--- src/design/phit_pkg.sv ---
// Shared types and constants for the pointer handle interning table.
package phit_pkg;

   localparam int KEY_W    = 64;
   localparam int HANDLE_W = 8;
   localparam int CMD_W    = 2;

   localparam logic [CMD_W-1:0] CMD_INSERT = 2'd0;
   localparam logic [CMD_W-1:0] CMD_FIND   = 2'd1;
   localparam logic [CMD_W-1:0] CMD_CLEAR  = 2'd2;
   localparam logic [CMD_W-1:0] CMD_NOP    = 2'd3;

   // Search token handed from cell to cell along the row
   typedef struct packed {
      logic                live;
      logic                hit;
      logic [HANDLE_W-1:0] pos;
   } tok_type;

   // Broadcast from the control to every cell
   typedef struct packed {
      logic [KEY_W-1:0] key;
      logic             wr_en;
   } ctrl_type;

endpackage

--- src/design/phit_cell.sv ---
// One storage cell of the interning row: holds one key and passes the search token on.
module phit_cell import phit_pkg::*; #(
   parameter int CNT_W = 9,
   parameter int INDEX = 0
) (
   input  logic             clock,
   input  logic             reset,
   input  ctrl_type         ctrl,
   input  logic [CNT_W-1:0] count,
   input  tok_type          tok_i,
   output tok_type          tok_o
);

   logic [KEY_W-1:0] key_ff;
   tok_type          tok_ff;
   tok_type          tok_in;
   logic             match;

   // Store the key when this cell is the next free slot
   always_ff @(posedge clock) begin
      if (ctrl.wr_en && (count == CNT_W'(INDEX))) begin
         key_ff <= ctrl.key;
      end
   end

   // Match only a filled cell
   assign match = (CNT_W'(INDEX) < count) && (key_ff == ctrl.key);

   // Merge own hit into the passing token; keep an earlier hit
   always_comb begin
      tok_in.live = tok_i.live;
      tok_in.hit  = tok_i.hit | (tok_i.live & match);
      tok_in.pos  = tok_i.hit ? tok_i.pos : HANDLE_W'(INDEX);
   end

   // Advance the token one cell per cycle
   always_ff @(posedge clock) begin
      if (reset) begin
         tok_ff <= '0;
      end else begin
         tok_ff <= tok_in;
      end
   end

   assign tok_o = tok_ff;

endmodule

--- config.mk ---
export PLATFORM = sky130hd
export DESIGN_NAME = phit_cell
export DESIGN_NICKNAME = d
export VERILOG_FILES = /design/src/design/phit_pkg.sv /design/src/design/phit_cell.sv
export SDC_FILE = /design/constraint.sdc
export NUM_CORES = 1
export LEC_CHECK = 0
export ABC_AREA = 1
export ABC_CLOCK_PERIOD_IN_PS = 13000
export BUFFER_PORTS_ARGS = -buffer_cell sky130_fd_sc_hd__buf_2
export CAP_MARGIN = 20
export CORE_ASPECT_RATIO = 1.4
export CORE_MARGIN = 5
export CORE_UTILIZATION = 58
export CTS_BUF_LIST = sky130_fd_sc_hd__clkbuf_4 sky130_fd_sc_hd__clkbuf_8
export CTS_CLUSTER_DIAMETER = 100
export CTS_CLUSTER_SIZE = 8
export DETAILED_ROUTE_END_ITERATION = 8
export GPL_TIMING_DRIVEN = 1
export PLACE_DENSITY = 0.87
export SYNTH_ARGS = -nofsm -noshare
export SYNTH_HDL_FRONTEND = slang
export SYNTH_SLANG_ARGS = --single-unit
--- constraint.sdc ---
create_clock -name clock -period 13 [get_ports clock]
set_input_delay 1.95 -clock clock [delete_from_list [all_inputs] [get_ports clock]]
set_output_delay 1.95 -clock clock [all_outputs]
set_load 0.05 [all_outputs]
==> results.toml, run 1 <==
[die]
rows = 33
pin_count = 96
die_y_um = 102
die_width_um = 75.5
die_area_mm2 = 0.00768
core_area_mm2 = 0.00586
initial_core_util_pct = 59.4

[finish]
num_antenna_cells = 0
num-fill-cells = 445
seqCellArea_mm2 = 0.00212
area_delta_synth_final_pct = 22.5
nets = 608
drive_above_1_share_pct = 22.0
final_cells = 597
stdcell_area_mm2 = 0.00427
multi_input_area_um2 = 981

[clocking]
h-tree-depth = 3
cts_tree = "done"
cts_resized = 0
cts_buffers = 9
cts_setup_buffers = 0
path_clk_slew_ps = 70
numClockSinks = 74
cts-hold-fix-buffers = 0
root_buffer = "clkbuf_8"
clockBufferDepth = 2
clock_latency_ps = 350

[pwr]
cellPowerDensity_mw_per_mm2 = 113
p_sw_share_pct = 21.7
peakVddDrop_mv = 0.0823
power.net_switching_mw = 0.104
p_seq_share_pct = 53.9
combPwrFrac_pct = 8.4
p_leak_nw = 2.25
clock_power_share_pct = 37.7
internal-power_mw = 0.377

[sta]
final-setup-viol-count = 0
holdWs_ps = 739
finalCriticalPeriod_ps = 3170
rsz0062_at_grt = "no"
tns_ps = 0
worstMarginPinSlew_ps = 801
max_freq_mhz = 315
slew_viol_final = 0
slew_headroom_pct = 46.6
clock-skew-final_ps = 4.66
final-hold-violation-count = 0
period_share_pct = 24.4

[detailed_routing]
drt_iter0_markers = 166
routed_via_density = 4.62
vias = 2761
firstDrtPassIters = 4
drt-total-wl_mm = 7.04
wl_per_cell_um = 11.8
route.detailed.drc = 0
ant_nets = 0

[yosys]
synth_commonest_cells = "nand2_1, inv_1, nor2_1"
ys_ff_latch = 74
yosys.area.top_type = "edfxtp_1"
synth.most_common_cell = "nand2_1"
synthArstFlopShare_pct = 0
avgSynthCellArea_um2 = 8.40
synth_cells = 415
synth-edff-count = 64
synth_top_area_share_pct = 55.2
syn_area_mm2 = 0.00348
synth_cell_types = 14
ys.flop_type = "edfxtp_1"
synthTopCellsByArea = "edfxtp_1, nand2_1, inv_1"
ys_warn_count = 0
ys_seq_area_share_pct = 60.9
syn_nets = 501

[global_routing]
grt_max_degree = 65
grt.busiest_layer = "met2"
overflow = 0
antenna_found_initial = 0
gr-usage-met3_pct = 4.87
grt_util_met2_pct = 35.3
grt_pass1_wl_mm = 11.1
grt_pass1_vias = 2760
track_usage_pct = 19.2
use_met1_pct = 20.0

[critical_path]
crit_required_ps = 12970
cp_max_fo = 64
cp-start-kind = "primary input"
cp-end-kind = "flop"
worstPathArrival_ps = 3140
critical_path_class = "in2reg"
ff2ff_path_depth = 9

[place]
place_area_mm2 = 0.00406
dp_cells = 581
gp_congestion = 0.795
port_buffers = 95
place_hpwl_mm = 5.40

[worst_hold_path]
hold_path_class = "reg2reg"
holdPathStages = 7

[job]
drv_cap = 0

[run_status]
status = "complete, no violations"
power by group through the flow:
stage | Combinational, mW | Sequential [mW] | Clock [mW]
2_1_floorplan | 0.0140 | 0.269 | 0
3_3_place_gp | 0.0382 | 0.264 | 0
3_5_place_dp | 0.0403 | 0.265 | 0
4_1_cts | 0.0408 | 0.259 | 0.186
5_1_grt | 0.0452 | 0.259 | 0.196
6_report | 0.0402 | 0.259 | 0.182
cell usage in the layout (no fill, tap or decap), drive strengths merged:
master and n:
buf 96, clkinv 1, bufinv 1, nand4 5, nor3b 1, clkbuf 12, xnor2 8, clkinvlp 2
nand2 140, nand3 5, xor2 2, or2 2, inv 103, nor2 71, edfxtp 64, o21ai 4
dfxtp 10
path summary, 6_finish.rpt:
kind | from | endpoint | slack [ps]
worst max-delay path | count[7] | key_ff[26]$_DFFE_PP_ | 9830
worst min-delay path | key_ff[52]$_DFFE_PP_ | tok_o[8]$_SDFF_PP0_ | 740
worst max register to register | key_ff[20]$_DFFE_PP_ | tok_o[8]$_SDFF_PP0_ | 11800
worst min register to register | key_ff[52]$_DFFE_PP_ | tok_o[8]$_SDFF_PP0_ | 740
metrics by stage:
step,utilization [%],total power [mW],setup WS (ps)
3_5_place_dp,69.2,0.305,9470
3_3_place_gp,69.2,0.303,9540
5_1_grt,72.8,0.501,9750
6_report,72.8,0.481,9830
2_1_floorplan,-,0.283,5600
4_1_cts,72.8,0.486,9830
layer usage:
metal,routed length [um],share of wire [%]
met3,500,7.1
met2,3760,53
met4,110,1.6
met1,2670,38
met5,0,0
critical path: stages:
cell,delay (ps)
buf_2,100
nor2_1,110
nand3_1,130
nor3b_2,170
buf_4,650
area by class of cell:
| class | count | area share (%) |
|---|---|---|
| flip-flops and latches | 74 | 49.7 |
| repair buffers | 96 | 11.3 |
| clock inverters | 4 | 1.17 |
| inverters | 103 | 9.06 |
| clock buffers | 12 | 3.72 |
| multi-input cells | 238 | 23.0 |
| well taps | 70 | 2.05 |
kinds of logic after synthesis:
family	share of synthesized area [%]
AO/OA/AOI/OAI	0.574
XOR/XNOR	2.51
buffers and inverters	11.1
flip-flops	60.9
AND/OR/NAND/NOR	24.9
flip-flops by register name (all words and copies together), names as in the netlist:
signal  cells
key_ff     64
tok_o      10
(Power assumes the default switching activity.)
==> run 2: changes to the inputs <==
ABC_CLOCK_PERIOD_IN_PS = 2900   (was 13000)
CORE_UTILIZATION = 49   (was 58)
PLACE_DENSITY = 0.78   (was 0.87)
clock period = 2.9 ns   (was 13 ns; I/O delays follow)
==> run 2 against run 1 <==
  * Final area increased by 1.7%
  * Wire length decreased by 3.7%
  * Total power increased to 4.7 times the previous value
  * Flip-flop and latch count unchanged
  * Clock skew increased by 6.0 ps
  * First-iteration DRC count decreased by 18%
  * Utilization decreased by 10 points
==> results.toml, run 2 (synthesized netlist as in run 1, its figures left out) <==
[run_status]
status = "complete, no violations"

[critical_path]
worstPathArrival_ps = 1390
worstPathCellList = "buf_2, nor2_1, nand3_1, nor3b_4, buf_12"
crit_required_ps = 2910
r2r_setup_slack_ps = 1610
cpPeakStageDelay_ps = 330
slowest_stage = "buf_12"
reg2reg_to = "tok_o[8]$_SDFF_PP0_"
ff2ff_path_depth = 9
cp-end-kind = "flop"
cp_max_fo = 64
cp-start-kind = "primary input"
reg2reg_from = "key_ff[27]$_DFFE_PP_"
critical_path_class = "in2reg"
crit_start = "count[4]"

[finish]
layout_common_cells = "nand2_1, inv_1, buf_2, nor2_1, edfxtp_1"
layout_commonest_cell = "nand2_1"
num-fill-cells = 622
nets = 608
num_antenna_cells = 0
largest_register_ffs = 64
area_delta_synth_final_pct = 24.6
multi_input_area_um2 = 987
seqCellArea_mm2 = 0.00212
largest_register = "key_ff"
drive_above_1_share_pct = 21.6

[die]
die_area_mm2 = 0.00892
core_area_mm2 = 0.00694
die_y_um = 110
rows = 36
initial_core_util_pct = 50.2
die_width_um = 81.3
pin_count = 96

[global_routing]
grt_util_met2_pct = 28.8
grt_pass1_vias = 2755
track_usage_pct = 16.8
use_met1_pct = 17.2
grt_pass1_wl_mm = 11.2
gr-usage-met3_pct = 5.82
grt_max_degree = 65
antenna_found_initial = 1
overflow = 0
grt.busiest_layer = "met2"

[place]
place_hpwl_mm = 5.23
gp_congestion = 0.733
port_buffers = 95

[detailed_routing]
routed_via_density = 4.36
wl_per_cell_um = 10.9
ant_nets = 0
drt-total-wl_mm = 6.78
route.detailed.drc = 0
drt_iter0_markers = 136
vias = 2713
firstDrtPassIters = 4

[clocking]
clockBufferDepth = 2
numClockSinks = 74
clock_latency_ps = 350
cts_setup_buffers = 0
cts-hold-fix-buffers = 0
cts_buffers = 9
cts_resized = 0
cts_tree = "done"
root_buffer = "clkbuf_8"
h-tree-depth = 3
path_clk_slew_ps = 80

[sta]
slew_headroom_pct = 75.9
holdWs_ps = 273
worstMarginPinSlew_ps = 361
slew_viol_final = 0
clock-skew-final_ps = 10.6
final-hold-violation-count = 0
max_freq_mhz = 722
tns_ps = 0
period_share_pct = 47.8
finalCriticalPeriod_ps = 1380
rsz0062_at_grt = "no"
final-setup-viol-count = 0

[worst_hold_path]
hold_path_class = "in2reg"
holdPathStages = 1
min_to = "key_ff[3]$_DFFE_PP_"
min_from = "ctrl[4]"

[pwr]
peakVddDrop_mv = 0.375
cellPowerDensity_mw_per_mm2 = 521
total_power_mw = 2.26
p_leak_nw = 2.28

[job]
drv_cap = 0
run 2: through the flow:
step / setup WS (ps) / util, % / instance area [um^2] / cells
floorplan: 139 / - / 3500 / 415
global placement: 1210 / 59.3 / 4110 / 606
detailed placement: 1170 / 59.3 / 4110 / 606
CTS: 1510 / 62.6 / 4340 / 622
global route: 1440 / 62.6 / 4340 / 622
finish: 1520 / 62.6 / 4340 / 622
run 2: critical path: cells and delay by family:
| kind | cells | cell delay [ps] |
|---|---|---|
| buffers and inverters | 2 | 420 |
| AND/OR/NAND/NOR | 3 | 480 |
run 2: how the worst max path moves through the flow:
stage | endpoint | slack [ps] | cells after the start
floorplan | key_ff[0]$_DFFE_PP_ | 140 | 3
global placement | key_ff[46]$_DFFE_PP_ | 1210 | 5
detailed placement | key_ff[31]$_DFFE_PP_ | 1170 | 5
CTS | tok_o[6] | 1510 | 1
global route | tok_o[8]$_SDFF_PP0_ | 1440 | 9
finish | key_ff[52]$_DFFE_PP_ | 1520 | 5
run 2: routing by layer:
layer / vias to the layer above / part of all wire, %
li1: 1450 / -
met4: 2 / 3.5
met2: 65 / 52
met5: - / 0.12
met3: 19 / 6.6
met1: 1177 / 38
run 2: cell type report:
cell class	count	share of cell area [%]
Sequential cell	74	48.9
Multi-Input combinational cell	238	22.7
Timing Repair Buffer	96	11.4
Inverter	103	8.90
Clock buffer	9	2.85
Tap cell	95	2.74
Clock inverter	7	2.48
run 2: power by group:
part / switching [mW] / internal (mW)
Sequential: 0.00186 / 1.16
Combinational: 0.101 / 0.0760
Clock: 0.361 / 0.562
Total: 0.464 / 1.80
==> run 3: changes to the inputs <==
ABC_CLOCK_PERIOD_IN_PS = 1100   (was 2900)
clock period = 1.1 ns   (was 2.9 ns; I/O delays follow)
==> run 3 against run 2 <==
  * The flow now finishes with violations (negative setup slack)
  * Sequential share of layout area shrank 0.93 points
  * Combinational power grew to 2.9 times the previous value
  * Die area is the same
  * Clock skew shrank 6.7 ps
  * Non-clock buffer count grew 9
  * Wire length grew 3.0%
  * Utilization grew 1.2 points
  * Final cell count grew 1.3%
  * Total power grew 140%
  * Clock-buffer cell count grew 6
  * First-iteration DRC count shrank 20%
  * Largest power group unchanged
==> results.toml, run 3 (synthesized netlist as in run 1, its figures left out) <==
[sta]
rsz0062_at_grt = "yes"
period_share_pct = 111
worstMarginPinSlew_ps = 295
finalCriticalPeriod_ps = 1220
final-hold-violation-count = 0
max_freq_mhz = 818
holdWs_ps = 20.7
slew_headroom_pct = 80.3
tns_ps = -122
clock-skew-final_ps = 3.89
final-setup-viol-count = 1
finalWorstSetupSlack_ps = -122
slew_viol_final = 0

[clocking]
root_buffer = "clkbuf_8"
numClockSinks = 74
clock_latency_ps = 340
h-tree-depth = 3
cts_setup_buffers = 0
cts_buffers = 9
clockBufferDepth = 2
cts_tree = "done"
path_clk_slew_ps = 70

[global_routing]
grt_max_degree = 46
overflow = 0
track_usage_pct = 17.1
antenna_found_initial = 0
grt_pass1_wl_mm = 11.5
grt_pass1_vias = 2788

[die]
core_area_mm2 = 0.00694
rows = 36
pin_count = 96
die_width_um = 81.3
die_area_mm2 = 0.00892
die_y_um = 110
initial_core_util_pct = 50.2

[finish]
drive_above_1_share_pct = 23.6
num_antenna_cells = 0
seqCellArea_mm2 = 0.00212
largest_register = "key_ff"
stdcell_area_mm2 = 0.00443
multi_input_area_mm2 = 0.00102
largest_register_ffs = 64
layout_common_cells = "nand2_1, inv_1, buf_2, nor2_1, edfxtp_1"
nets = 617
area_delta_synth_final_pct = 27.0
layout_commonest_cell = "nand2_1"
num-fill-cells = 628
final_cells = 630

[detailed_routing]
drt_iter0_markers = 109
ant_nets = 0
route.detailed.drc = 0
vias = 2754
routed_via_density = 4.37
firstDrtPassIters = 4
drt-total-wl_mm = 6.98
wl_per_cell_um = 11.1

[critical_path]
crit_required_ps = 1380
crit_buf_inv = 0
critical_path_class = "reg2reg"
cp-start-kind = "flop"
slowest_stage = "edfxtp_1"
crit_family = "simple AND/OR/NAND/NOR gates"
cp-end-kind = "flop"
worstPathArrival_ps = 1500
cpPeakStageDelay_ps = 390
worst_path_most_repeated_cell = "nand2_1"
cp_max_fo = 2
worstPathCellList = "nand2_1, o21ai_0, nor2_1, nand2_1, nor2_1, nand2_1, nor2_1, nand3_1, nand2_1"

[place]
gp_congestion = 0.765
dp_cells = 610
place_area_mm2 = 0.00417
port_buffers = 95
place_hpwl_mm = 5.43

[run_status]
status = "complete, but fails checks"
violations = "negative setup slack"

[pwr]
cellPowerDensity_mw_per_mm2 = 1240
p_leak_nw = 2.30
peakVddDrop_mv = 0.974

[job]
drv_cap = 0

[worst_hold_path]
hold_path_class = "in2reg"
==> run 3: cell types whose count changed in the layout (fill, tap and decap cells not counted), moves of 3 or more <==
cell           before  now
clkbuf_4            0   12
nor2_2              0    3
nor2_1             71   65
dlygate4sd3_1       0    5
buf_4               0    7
buf_2              95   85
nor2_4              0    3
bufinv_16           3    0
==> run 3: report_power, final <==
| part | internal, mW | leakage [nW] | switching [mW] | total, mW |
|---|---|---|---|---|
| combinational | 0.226 | 1.54 | 0.280 | 0.506 |
| clock | 0.998 | 0.0949 | 0.912 | 1.91 |
| sequential | 3.06 | 0.657 | 0.00620 | 3.07 |
| total | 4.28 | 2.30 | 1.20 | 5.48 |
==> run 3: cell type report <==
type | instances | share of cell area [%]
inverter | 103 | 8.74
multi-input combinational | 238 | 23.1
timing repair buffer | 105 | 13.6
tap | 95 | 2.69
sequential | 74 | 48.0
clock buffer | 15 | 3.96
==> run 3: worst register-to-register path: stages (launching register included) <==
cell and delay, ps:
edfxtp_1 390, nand2_1 80, o21ai_0 70, nor2_1 140, nand2_1 70, nor2_1 110
nand2_1 90, nor2_1 90, nand3_1 70, nand2_1 60
==> run 3: final timing paths <==
check	start	endpoint	slack, ps	cells after the start
worst max-delay path	key_ff[51]$_DFFE_PP_	tok_o[8]$_SDFF_PP0_	-120	9
worst min-delay path	ctrl[32]	key_ff[31]$_DFFE_PP_	20	1
worst max register to register	key_ff[51]$_DFFE_PP_	tok_o[8]$_SDFF_PP0_	-120	9
worst min register to register	key_ff[28]$_DFFE_PP_	tok_o[8]$_SDFF_PP0_	740	7
==> run 3: timing repair <==
item                                   4_1_cts  5_1_grt
hold buffers                                 5        0
endpoints found under the hold margin        5        0
pin swaps                                    1        6
setup endpoints to repair                    4        8
cloned                                       0        0
gates resized for setup                      6        8
==> run 3: routing by layer <==
layer	global-route usage (%)	part of all wire, %
met1	18.2	40
met4	10.4	3.1
met3	4.18	5.4
met5	0	0
met2	29.9	52
==> run 3: per-stage QoR <==
| step | utilization, % | total power [mW] | setup slack, ps |
|---|---|---|---|
| 3_5_place_dp | 60.1 | 3.62 | -294 |
| 4_1_cts | 63.5 | 5.54 | -115 |
| 3_3_place_gp | 60.1 | 3.59 | -282 |
| 5_1_grt | 63.8 | 5.72 | -222 |
| 6_report | 63.8 | 5.48 | -122 |
| 2_1_floorplan | - | 3.36 | -1370 |
